==> config.mk <==
export PLATFORM = sky130hd
export DESIGN_NAME = mqtt_publish_deframer_core
export DESIGN_NICKNAME = d
export VERILOG_FILES = /design/src/hdl/mpd_pkg.sv /design/src/hdl/mpd_in_buf.sv /design/src/hdl/mpd_parser.sv /design/src/hdl/mqtt_publish_deframer_core.sv
export SDC_FILE = /design/constraint.sdc
export NUM_CORES = 1
export LEC_CHECK = 0
export BUFFER_PORTS_ARGS = -buffer_cell sky130_fd_sc_hd__clkbuf_2
export CAP_MARGIN = 20
export CORE_MARGIN = 1.5
export CORE_UTILIZATION = 45
export CTS_CLUSTER_DIAMETER = 200
export CTS_CLUSTER_SIZE = 40
export DETAILED_ROUTE_END_ITERATION = 8
export MAX_ROUTING_LAYER = met4
export SLEW_MARGIN = 20
export SYNTH_ARGS = -nofsm -noshare
export SYNTH_HDL_FRONTEND = slang
export SYNTH_SLANG_ARGS = --single-unit
==> constraint.sdc <==
create_clock -name clk -period 7.9 [get_ports clk]
set_clock_uncertainty 0.2 [all_clocks]
set_input_delay 1.58 -clock clk [delete_from_list [all_inputs] [get_ports clk]]
set_output_delay 1.58 -clock clk [all_outputs]
set_load 0.02 [all_outputs]
==> src/hdl/mpd_pkg.sv <==
// Shared types and constants for the MQTT publish deframer.
// Beat and result structs, error codes and header byte constants.
// No dependencies.
`timescale 1ns / 1ps

package mpd_pkg;

  // One received beat: a broker byte and its connection-start flag
  typedef struct packed {
    logic       new_connection;
    logic [7:0] rx_byte;
  } mpd_in_t;

  // Error codes carried with a result
  typedef enum logic [1:0] {
    ERR_NONE      = 2'd0,
    ERR_MALFORMED = 2'd1,
    ERR_OVERSIZE  = 2'd2
  } mpd_err_t;

  // One result: a message byte with its marks, or an error report
  typedef struct packed {
    mpd_err_t   error_code;
    logic       msg_last;
    logic       msg_first;
    logic [7:0] msg_byte;
  } mpd_res_t;

  // Fixed header constants
  localparam logic [7:0] TYPE_MASK    = 8'hF0;
  localparam logic [7:0] TYPE_PUBLISH = 8'h30;
  localparam int         LEN_BITS     = 28;

endpackage

==> src/hdl/mpd_in_buf.sv <==
// Two-entry input buffer for the deframer; ready comes from its fill count
// alone, so in_ready has no combinational path from the downstream handshake.
// Depends on mpd_pkg.
`timescale 1ns / 1ps

module mpd_in_buf
  import mpd_pkg::*;
(
  input  logic    clk,
  input  logic    rst,
  input  logic    in_valid,
  output logic    in_ready,
  input  mpd_in_t in_item,
  output logic    head_valid,
  input  logic    head_pop,
  output mpd_in_t head_item
);

  logic [1:0] count;
  mpd_in_t    slot0;
  mpd_in_t    slot1;
  logic       push;
  logic       pop;

  assign in_ready   = (count != 2'd2);
  assign head_valid = (count != 2'd0);
  assign head_item  = slot0;
  assign push       = in_valid && in_ready;
  assign pop        = head_valid && head_pop;

  // Track the number of held beats
  always_ff @(posedge clk) begin
    if (rst) begin
      count <= 2'd0;
    end else begin
      unique case ({push, pop})
        2'b10:   count <= count + 2'd1;
        2'b01:   count <= count - 2'd1;
        default: count <= count;
      endcase
    end
  end

  // Shift beats toward the head slot
  always_ff @(posedge clk) begin
    unique case ({push, pop})
      2'b10: begin
        if (count == 2'd0) begin
          slot0 <= in_item;
        end else begin
          slot1 <= in_item;
        end
      end
      2'b01: begin
        slot0 <= slot1;
      end
      2'b11: begin
        if (count == 2'd1) begin
          slot0 <= in_item;
        end else begin
          slot0 <= slot1;
          slot1 <= in_item;
        end
      end
      default: begin
        slot0 <= slot0;
      end
    endcase
  end

endmodule

==> src/hdl/mpd_parser.sv <==
// Packet parser for the deframer: one parse step per beat between the input
// buffer head and a registered result.
// Depends on mpd_pkg.
`timescale 1ns / 1ps

module mpd_parser
  import mpd_pkg::*;
#(
  parameter int MSG_DEPTH = 256,
  parameter int RX_DEPTH  = 4096
) (
  input  logic     clk,
  input  logic     rst,
  input  logic     head_valid,
  output logic     head_pop,
  input  mpd_in_t  head_item,
  output logic     res_valid,
  input  logic     res_ready,
  output mpd_res_t res
);

  typedef enum logic [2:0] {
    PH_TYPE     = 3'd0,
    PH_LEN      = 3'd1,
    PH_TOPIC_HI = 3'd2,
    PH_TOPIC_LO = 3'd3,
    PH_TOPIC    = 3'd4,
    PH_BODY     = 3'd5,
    PH_SKIP     = 3'd6
  } phase_t;

  // Packet size limits: 1 + digits + length must not exceed RX_DEPTH
  localparam logic [29:0] RX_LIM1 = 30'(RX_DEPTH - 2);
  localparam logic [29:0] RX_LIM2 = 30'(RX_DEPTH - 3);
  localparam logic [29:0] RX_LIM3 = 30'(RX_DEPTH - 4);
  localparam logic [29:0] RX_LIM4 = 30'(RX_DEPTH - 5);
  localparam logic [28:0] MSG_MAX = 29'(MSG_DEPTH - 1);

  phase_t                phase, phase_next, ph_c;
  logic                  is_publish, is_publish_next, pub_c;
  logic [LEN_BITS-1:0]   length_accum, length_accum_next, acc_c;
  logic [2:0]            length_digits, length_digits_next, dig_c;
  logic [LEN_BITS-1:0]   bytes_left, bytes_left_next, left_c;
  logic [15:0]           topic_left, topic_left_next, top_c;
  logic                  message_ok, message_ok_next, ok_c;
  logic                  first_pending, first_pending_next, first_c;
  logic                  halted, halted_next, halt_c;

  logic                  nc;
  logic [7:0]            b;
  logic [LEN_BITS-1:0]   digit_sh;
  logic [LEN_BITS-1:0]   accum_or;
  logic [2:0]            dig_inc;
  logic [29:0]           rx_lim;
  logic [LEN_BITS-1:0]   left_dec;
  logic [LEN_BITS-1:0]   left_sat;
  logic [15:0]           topic_word;
  logic [15:0]           topic_sat;
  logic [16:0]           topic_p1;
  logic [28:0]           msg_diff;
  logic                  step_valid;
  mpd_res_t              step_res;

  assign nc = head_item.new_connection;
  assign b  = head_item.rx_byte;

  // Apply a connection start before parsing this beat
  assign ph_c    = nc ? PH_TYPE : phase;
  assign pub_c   = nc ? 1'b0 : is_publish;
  assign acc_c   = nc ? '0 : length_accum;
  assign dig_c   = nc ? 3'd0 : length_digits;
  assign left_c  = nc ? '0 : bytes_left;
  assign top_c   = nc ? 16'd0 : topic_left;
  assign ok_c    = nc ? 1'b0 : message_ok;
  assign first_c = nc ? 1'b0 : first_pending;
  assign halt_c  = nc ? 1'b0 : halted;

  // Place a length digit in its 7-bit field; lower fields are already filled
  always_comb begin
    unique case (dig_c[1:0])
      2'd0: digit_sh = LEN_BITS'(b[6:0]);
      2'd1: digit_sh = LEN_BITS'(b[6:0]) << 7;
      2'd2: digit_sh = LEN_BITS'(b[6:0]) << 14;
      default: digit_sh = LEN_BITS'(b[6:0]) << 21;
    endcase
  end

  assign accum_or = acc_c | digit_sh;
  assign dig_inc  = dig_c + 3'd1;

  // Pick the size limit for the number of digits taken
  always_comb begin
    unique case (dig_inc)
      3'd1:    rx_lim = RX_LIM1;
      3'd2:    rx_lim = RX_LIM2;
      3'd3:    rx_lim = RX_LIM3;
      default: rx_lim = RX_LIM4;
    endcase
  end

  // Byte counters and message size check
  assign left_dec   = left_c - LEN_BITS'(1);
  assign left_sat   = (left_c != '0) ? left_dec : '0;
  assign topic_sat  = (top_c != 16'd0) ? (top_c - 16'd1) : 16'd0;
  assign topic_word = {top_c[7:0], b};
  assign topic_p1   = {1'b0, topic_word} + 17'd1;
  assign msg_diff   = {1'b0, left_c} - 29'(topic_p1);

  // One parse step
  always_comb begin
    phase_next         = ph_c;
    is_publish_next    = pub_c;
    length_accum_next  = acc_c;
    length_digits_next = dig_c;
    bytes_left_next    = left_c;
    topic_left_next    = top_c;
    message_ok_next    = ok_c;
    first_pending_next = first_c;
    halted_next        = halt_c;
    step_valid         = 1'b0;
    step_res           = '{error_code: ERR_NONE, msg_last: 1'b0, msg_first: 1'b0,
                           msg_byte: 8'd0};
    if (!halt_c) begin
      unique case (ph_c)
        PH_TYPE: begin
          is_publish_next    = ((b & TYPE_MASK) == TYPE_PUBLISH);
          length_accum_next  = '0;
          length_digits_next = 3'd0;
          message_ok_next    = 1'b0;
          first_pending_next = 1'b0;
          phase_next         = PH_LEN;
        end
        PH_LEN: begin
          length_accum_next  = accum_or;
          length_digits_next = dig_inc;
          if (b[7]) begin
            if (dig_inc >= 3'd4) begin
              halted_next         = 1'b1;
              phase_next          = PH_TYPE;
              step_valid          = 1'b1;
              step_res.error_code = ERR_MALFORMED;
            end
          end else if ({2'b00, accum_or} > rx_lim) begin
            halted_next         = 1'b1;
            phase_next          = PH_TYPE;
            step_valid          = 1'b1;
            step_res.error_code = ERR_OVERSIZE;
          end else begin
            bytes_left_next = accum_or;
            if (accum_or == '0) begin
              phase_next = PH_TYPE;
            end else if (pub_c && accum_or >= LEN_BITS'(3)) begin
              phase_next = PH_TOPIC_HI;
            end else begin
              phase_next = PH_SKIP;
            end
          end
        end
        PH_TOPIC_HI: begin
          topic_left_next = 16'(b);
          bytes_left_next = left_dec;
          phase_next      = PH_TOPIC_LO;
        end
        PH_TOPIC_LO: begin
          topic_left_next = topic_word;
          bytes_left_next = left_dec;
          if (!msg_diff[28] && msg_diff != 29'd0 && msg_diff <= MSG_MAX) begin
            message_ok_next    = 1'b1;
            first_pending_next = 1'b1;
            phase_next         = (topic_word != 16'd0) ? PH_TOPIC : PH_BODY;
          end else begin
            phase_next = (left_dec == '0) ? PH_TYPE : PH_SKIP;
          end
        end
        PH_TOPIC: begin
          topic_left_next = topic_sat;
          bytes_left_next = left_sat;
          if (left_sat == '0) begin
            phase_next = PH_TYPE;
          end else if (topic_sat == 16'd0) begin
            phase_next = PH_BODY;
          end
        end
        PH_BODY: begin
          bytes_left_next    = left_sat;
          first_pending_next = 1'b0;
          if (left_sat == '0) begin
            phase_next = PH_TYPE;
          end
          if (ok_c) begin
            step_valid         = 1'b1;
            step_res.msg_byte  = b;
            step_res.msg_first = first_c;
            step_res.msg_last  = (left_sat == '0);
          end
        end
        default: begin
          bytes_left_next = left_sat;
          phase_next      = (left_sat == '0) ? PH_TYPE : PH_SKIP;
        end
      endcase
    end
  end

  // Take the head beat whenever the result register is free or draining
  assign head_pop = head_valid && (!res_valid || res_ready);

  // Hold parser state and the registered result
  always_ff @(posedge clk) begin
    if (rst) begin
      phase         <= PH_TYPE;
      is_publish    <= 1'b0;
      length_accum  <= '0;
      length_digits <= 3'd0;
      bytes_left    <= '0;
      topic_left    <= 16'd0;
      message_ok    <= 1'b0;
      first_pending <= 1'b0;
      halted        <= 1'b0;
      res_valid     <= 1'b0;
    end else if (head_pop) begin
      phase         <= phase_next;
      is_publish    <= is_publish_next;
      length_accum  <= length_accum_next;
      length_digits <= length_digits_next;
      bytes_left    <= bytes_left_next;
      topic_left    <= topic_left_next;
      message_ok    <= message_ok_next;
      first_pending <= first_pending_next;
      halted        <= halted_next;
      res_valid     <= step_valid;
    end else if (res_ready) begin
      res_valid <= 1'b0;
    end
  end

  // Load result payload
  always_ff @(posedge clk) begin
    if (head_pop && step_valid) begin
      res <= step_res;
    end
  end

endmodule

==> src/hdl/mqtt_publish_deframer_core.sv <==
// Top level of the MQTT publish deframer: input buffer feeding the parser.
// Depends on mpd_pkg, mpd_in_buf and mpd_parser.
//
//   Channel  Dir  Beat contents                                  Marks
//   s_axis   in   tdata: rx_byte; tuser: new_connection          -
//   m_axis   out  tdata: msg_byte; tuser: msg_first, error_code  tlast = msg_last
//
// One input beat per cycle sustained while m_axis_tready is high; an accepted beat is written into the
// input buffer, and its parse step then loads the result register from the buffer head.
// The rate is set by the single parse step between the buffer head and the result.
// Reset (rst, synchronous) returns the parser to the packet type byte and empties the
// input buffer and the result register. s_axis_tready drops only when the two-entry
// input buffer is full, which happens after m_axis_tready has been held low.
`timescale 1ns / 1ps

module mqtt_publish_deframer_core
  import mpd_pkg::*;
#(
  parameter int MSG_DEPTH = 256,
  parameter int RX_DEPTH  = 4096
) (
  input  logic       clk,
  input  logic       rst,
  input  logic       s_axis_tvalid,
  output logic       s_axis_tready,
  input  logic [7:0] s_axis_tdata,   // [7:0] rx_byte
  input  logic [0:0] s_axis_tuser,   // [0] new_connection
  output logic       m_axis_tvalid,
  input  logic       m_axis_tready,
  output logic [7:0] m_axis_tdata,   // [7:0] msg_byte
  output logic [2:0] m_axis_tuser,   // [0] msg_first, [2:1] error_code
  output logic       m_axis_tlast
);

  mpd_in_t  in_item;
  mpd_in_t  head_item;
  logic     head_valid;
  logic     head_pop;
  mpd_res_t res;

  assign in_item.rx_byte        = s_axis_tdata;
  assign in_item.new_connection = s_axis_tuser[0];

  // Buffer incoming beats
  mpd_in_buf u_in_buf (
    .clk        (clk),
    .rst        (rst),
    .in_valid   (s_axis_tvalid),
    .in_ready   (s_axis_tready),
    .in_item    (in_item),
    .head_valid (head_valid),
    .head_pop   (head_pop),
    .head_item  (head_item)
  );

  // Parse one beat per cycle into the result register while it is free or draining
  mpd_parser #(
    .MSG_DEPTH (MSG_DEPTH),
    .RX_DEPTH  (RX_DEPTH)
  ) u_parser (
    .clk        (clk),
    .rst        (rst),
    .head_valid (head_valid),
    .head_pop   (head_pop),
    .head_item  (head_item),
    .res_valid  (m_axis_tvalid),
    .res_ready  (m_axis_tready),
    .res        (res)
  );

  // Unpack the result onto the output beat
  assign m_axis_tdata = res.msg_byte;
  assign m_axis_tuser = {res.error_code, res.msg_first};
  assign m_axis_tlast = res.msg_last;

endmodule

# Word-level counts from Yosys, hierarchy flattened
# Cells that the tools add are included.
# totals
register_bits,115
output_inout_bits,14
# op_classes
magnitude_cmp,4
n_eq_ne,19
addsub,7
reduce_logical,32
bitwise,4
muxes,65
# op_table
operator,n
28-bit two-way mux,7
28-bit case mux with 3 select lines,2
28-bit zero test,3
28-bit case mux with 2 select lines,1
16-bit two-way mux,3
16-bit case mux with 3 select lines,1
3-bit two-way mux,15
9-bit two-way mux,4
16-bit nonzero test,2
29-bit by 8-bit <= comparator with 1-bit output (second input constant),1
29-bit nonzero test,1
28-bit by 17-bit subtractor with 29-bit output,1
28-bit by 2-bit >= comparator with 1-bit output (second input constant),1
28-bit by 12-bit > comparator with 1-bit output,1
28-bit bitwise OR,1
28-bit nonzero test,1
28-bit by 1-bit subtractor with 28-bit output (second input constant),1
9-bit case mux with 3 select lines,1
1-bit two-way mux,21
3-bit case mux with 6 select lines,1
9-bit case mux with 2 select lines,1
16-bit by 1-bit adder with 17-bit output (second input constant),1
16-bit zero test,1
16-bit by 1-bit subtractor with 16-bit output (second input constant),1
29 further kinds,58

# Logic depth before layout (Yosys ltp)
# depth
depth_word,12
mapped_depth,25
ltp_nobuf,18

# By module
# A second synthesis with hierarchy kept.
# unflattened
cells_unflattened,1197
area_unflattened_um2,8869.8
# by_module_without_submodules
module,area_per_inst_um2,cells_each,seq_area_each_um2,instances
mpd_parser,7972.6,1138,2021.9,1
mpd_in_buf,897.1,59,580.6,1

# Worst setup path before layout
# Ideal clock, no wire load.
# synth_timing
kind,register -> register
startpoint,register u_in_buf.slot0 (netlist bit u_in_buf.head_item[8])
endpoint,register u_parser.res[0] (netlist name)
t_arrival_ns,5.078
period_less_slack_ns,5.622
path_stages_with_launch,23
n_path_buf,7
slack_ns,2.278
path_cell_list,edfxtp_1 buf_2 inv_1 clkbuf_1 buf_1 clkbuf_1 buf_1 clkbuf_1 nand2_1 inv_1 ha_1 clkbuf_1 nor2_1 nor3b_1 ha_1 and3_1 nor4_1 and4_1 nor3_2 a211oi_1 a21oi_1 or4_1 inv_1
# synth_between
elab_chain_cells,10
# synth_lines
item,line,rtl
"start, declared",mpd_in_buf.sv:20,mpd_in_t slot0;
"start signal, assigned",mpd_in_buf.sv:49,slot0 <= in_item;
"start signal, assigned",mpd_in_buf.sv:55,slot0 <= slot1;
"start signal, assigned",mpd_in_buf.sv:59,slot0 <= in_item;
3-bit two-way mux,mpd_parser.sv:71,assign dig_c = nc ? 3'd0 : length_digits;
"3-bit by 1-bit adder with 3-bit output, or another cell as far along",mpd_parser.sv:89,assign dig_inc = dig_c + 3'd1;
"3-bit by 2-bit equality test with 1-bit output, or another cell as far along",mpd_parser.sv:93,unique case (dig_inc)
3-bit case mux with 3 select lines / 28-bit bitwise OR (equally long branches),"mpd_parser.sv:93, mpd_parser.sv:88",
28-bit by 12-bit > comparator with 1-bit output,mpd_parser.sv:143,"end else if ({2'b00, accum_or} > rx_lim) begin"
1-bit two-way mux,mpd_parser.sv:143,
1-bit two-way mux,mpd_parser.sv:136,if (b[7]) begin
1-bit case mux with 2 select lines,mpd_parser.sv:124,unique case (ph_c)
1-bit two-way mux (*),mpd_parser.sv:123,if (!halt_c) begin
1-bit logical AND (*),mpd_parser.sv:239,if (head_pop && step_valid) begin
# Mark *: on every way between the ends. The rest lies on a longest branch, timed or not.
# A chain may end at the register's enable or synchronous reset.

# Worst setup path in the final report
# layout_timing
startpoint,register u_in_buf.slot0 (netlist bit u_in_buf.head_item[8])
endpoint,register u_parser.res[3] (netlist name)
# layout_between
elab_chain_cells,10
# layout_lines
item,line
3-bit two-way mux,mpd_parser.sv:71
"3-bit by 1-bit adder with 3-bit output, or another cell as far along",mpd_parser.sv:89
"3-bit by 2-bit equality test with 1-bit output, or another cell as far along",mpd_parser.sv:93
3-bit case mux with 3 select lines / 28-bit bitwise OR (equally long branches),"mpd_parser.sv:93, mpd_parser.sv:88"
28-bit by 12-bit > comparator with 1-bit output,mpd_parser.sv:143
1-bit two-way mux,mpd_parser.sv:143
1-bit two-way mux,mpd_parser.sv:136
1-bit case mux with 2 select lines,mpd_parser.sv:124
1-bit two-way mux (*),mpd_parser.sv:123
1-bit logical AND (*),mpd_parser.sv:239
# Marks and branches as above.

==> flow_summary_export.csv <==
group,metric,value,unit
die,start_util,46.2,%
synthesis,yosys-top-cells-area,"dfxtp_1, edfxtp_1, nor2_1",
die,dieArea,21100,um2
die,die_h,145,um
global_routing,grt_pass1_vias,8522,
power_and_ir_drop,ir_worst_vdd,0.289,mV
routing,drtIter0Drc,759,
synthesis,synth_fp_nets,1280,
setup_path,critPathRequiredTime,7.76,ns
timing,maxSlewHeadroom,31.4,%
synthesis,synth_cell_type_count,78,
placed_design,gp_congestion,0.978,
setup_path,worstSetupStartpointType,"flop",
synthesis,synth-seq-cells,115,
synthesis,synth_top_area_share,18.7,%
global_routing,grt-ovfl-total,0,
setup_path,critPathArrivalTime,5.19,ns
setup_path,crit_start,"u_in_buf.head_item[8]$_DFFE_PP_",
worst_hold_path,min_from,"u_parser.length_digits[1]$_SDFFE_PP0P_",
timing,fin_tns_setup,0,ns
power_and_ir_drop,p_per_area,475,nW/um2
timing,hold_viol,0,
routing,route.detailed.drc,0,
timing,setup_viol,0,
final_layout,final_cells,1483,
placed_design,port_buffers,26,
routing,viasPerCell,6.41,
final_layout,diodes,0,
timing,worst_slew_pin_slew,1.03,ns
timing,timing.final.crit_share,67.4,%
cts,clkLatencyLatePin,0.43,ns
routing,wl,29.8,mm
die,io_pins,27,
timing,rsz0062_at_grt,"false",
placed_design,dp_hpwl,20.8,mm
cts,cts_buffers,17,
final_layout,drive_above_1_share,8.13,%
global_routing,grt_pass1_wl,46.8,mm
synthesis,synthFlopType,"dfxtp_1",
cts,clock-sinks,115,
setup_path,endpoint_kind,"flop",
global_routing,antenna_found_initial,1,
timing,maxSlewViolCount,0,
run_status,outcome,"complete, no violations",
worst_hold_path,hold_path_class,"reg -> reg",
cts,clockBufferDepth,2,
synthesis,synth_edf_count,30,
die,dieWidth,145,um
power_and_ir_drop,power,0.00470,W
setup_path,cpPeakStageDelay,0.54,ns
setup_path,critPathKind,"reg -> reg",
setup_path,cp_slowest_cell,"or4_1",
flow_run,cap_viol_max_count,0,
setup_path,cpLargestDelayFamily,"simple AND/OR/NAND/NOR gates",
synthesis,netlist_area,9090,um2
synthesis,avgSynthCellArea,7.29,um2
synthesis,syn_inst,1246,
timing,fmax,0.188,GHz
placed_design,placed_cells,1450,
setup_path,critPathMostFrequentCell,"inv_1",
setup_path,crit_buf_inv,5,
setup_path,r2r-start,"u_in_buf.head_item[8]$_DFFE_PP_",
setup_path,crit_chain,"inv_2, nand2_1, inv_1, ha_1, nor2b_1, a22oi_1, inv_1, ha_1, and3_1, nor4_1, and4_1, nor3_2, buf_4, a211oi_1, a21oi_1, or4_1, inv_1",
cts,cts_tree,"yes",
routing,drtPass1Iterations,5,
cts,holdBufCountCts,0,
final_layout,area_growth,8.71,%
cts,path_clk_slew,0.05,ns
routing,ant_nets,0,
synthesis,yosysMostFrequentCell,"nor2_1",
cts,cts_max_level,4,
routing,detail_route.wl_per_cell,20.1,um
synthesis,synthTopCellsByCount,"nor2_1, nand2_1, a21oi_1, dfxtp_1, clkbuf_1",
final_layout,nNetsFinal,1239,
cts,ctsResizeCount,0,
synthesis,synth_seq_area_share,28.6,%
cts,cts_setup_buffers,0,
synthesis,yosys.area.top_type,"dfxtp_1",
die,fp-row-count,51,
cts,cts_root_buffer,"clkbuf_16",
synthesis,yosys_warnings,0,
global_routing,grtUsageTotal,28.5,%
routing,vias,9504,
timing,final.min_clock_period,5.33,ns
power_and_ir_drop,p_leak,3.53,nW
setup_path,crit_fanout,32,
global_routing,grt_max_degree,151,
synthesis,synthArstFlopShare,0,%
die,coreArea,19700,um2
==> power breakdown <==
group | switching, W | internal, W | total (W)
Combinational | 0.00193 | 0.000998 | 0.00293
Sequential | 0.000277 | 0.000733 | 0.00101
Clock | 0.000302 | 0.000454 | 0.000756
==> layer usage <==
metal	vias to the layer above	wire length, um	global-route usage (%)
li1	4526	-	-
met1	4452	13500	38.9
met2	460	13400	42.7
met3	66	2110	3.68
met4	0	876	11.7
met5	-	0	-
==> worst register-to-register path, stage by stage, from the launching register on <==
cell	delay (ns)
edfxtp_1	0.44
inv_2	0.51
nand2_1	0.32
inv_1	0.19
ha_1	0.26
nor2b_1	0.17
a22oi_1	0.28
inv_1	0.11
ha_1	0.32
and3_1	0.17
nor4_1	0.22
and4_1	0.27
nor3_2	0.05
buf_4	0.19
a211oi_1	0.24
a21oi_1	0.07
or4_1	0.54
inv_1	0.43
==> metrics by stage <==
stage,setup WS [ns],hold WS (ns),cell area [um2],util [%]
after global routing,2.18,0.288,9880,50.3
final,2.57,0.268,9880,50.3
after detailed placement,2.65,0.251,9290,47.2
after floorplan,2.28,0.217,9090,-
after CTS,2.61,0.264,9870,50.2
after global placement,2.86,0.253,9290,47.2
==> state kept, by name, indices dropped and copies added (netlist names), 2 cells and up <==
| name | cells |
|---|---|
| u_in_buf.slot1 | 9 |
| u_parser.topic_left | 16 |
| u_parser.phase | 3 |
| u_in_buf.head_item | 9 |
| u_in_buf.count | 2 |
| u_parser.length_accum | 28 |
| u_parser.length_digits | 3 |
| u_parser.bytes_left | 28 |
| u_parser.res | 12 |
==> cell usage in the layout, fill, tap and decap left out, types with 12 or more instances in the layout <==
cell type,synthesis,layout
a22oi_1,40,40
nor2b_1,31,31
nor2_1,167,166
nand3_1,38,38
a21oi_1,90,90
or3_1,13,13
o22ai_1,13,13
dfxtp_1,85,85
or4_1,13,13
nand2_1,110,110
o21ai_0,77,77
clkbuf_2,0,25
a31oi_1,15,15
a211oi_1,14,14
clkbuf_16,0,18
ha_1,21,21
nor3_1,41,41
edfxtp_1,30,30
nand2b_1,31,31
nor4_1,27,27
xnor2_1,29,29
buf_4,0,18
and2_1,12,12
o31ai_1,12,12
inv_1,38,37
==> cell type report <==
| class | count | area [um2] |
|---|---|---|
| clock buffer | 19 | 454 |
| clock inverter | 13 | 125 |
| fill | 1955 | 9770 |
| inverter | 39 | 146 |
| multi-input combinational | 986 | 5920 |
| sequential | 115 | 2600 |
| tap | 265 | 332 |
| timing repair buffer | 46 | 300 |
==> kinds of logic after synthesis <==
family / synth area share (%)
AND/OR/NAND/NOR: 29.9
flip-flops: 28.6
multiplexers: 0.344
XOR/XNOR: 3.66
AO/OA/AOI/OAI: 28.1
adder cells (fa/ha/maj): 3.11
buffers and inverters: 6.25
==> final timing paths <==
path,endpoint,slack [ns],cells past startpoint
max,u_parser.res[3]$_SDFFCE_PP0P_,2.57,17
min,u_parser.length_digits[1]$_SDFFE_PP0P_,0.27,2
max reg2reg,u_parser.res[3]$_SDFFCE_PP0P_,2.57,17
min reg2reg,u_parser.length_digits[1]$_SDFFE_PP0P_,0.27,2
No activity file was read; power rests on OpenSTA's default activity.
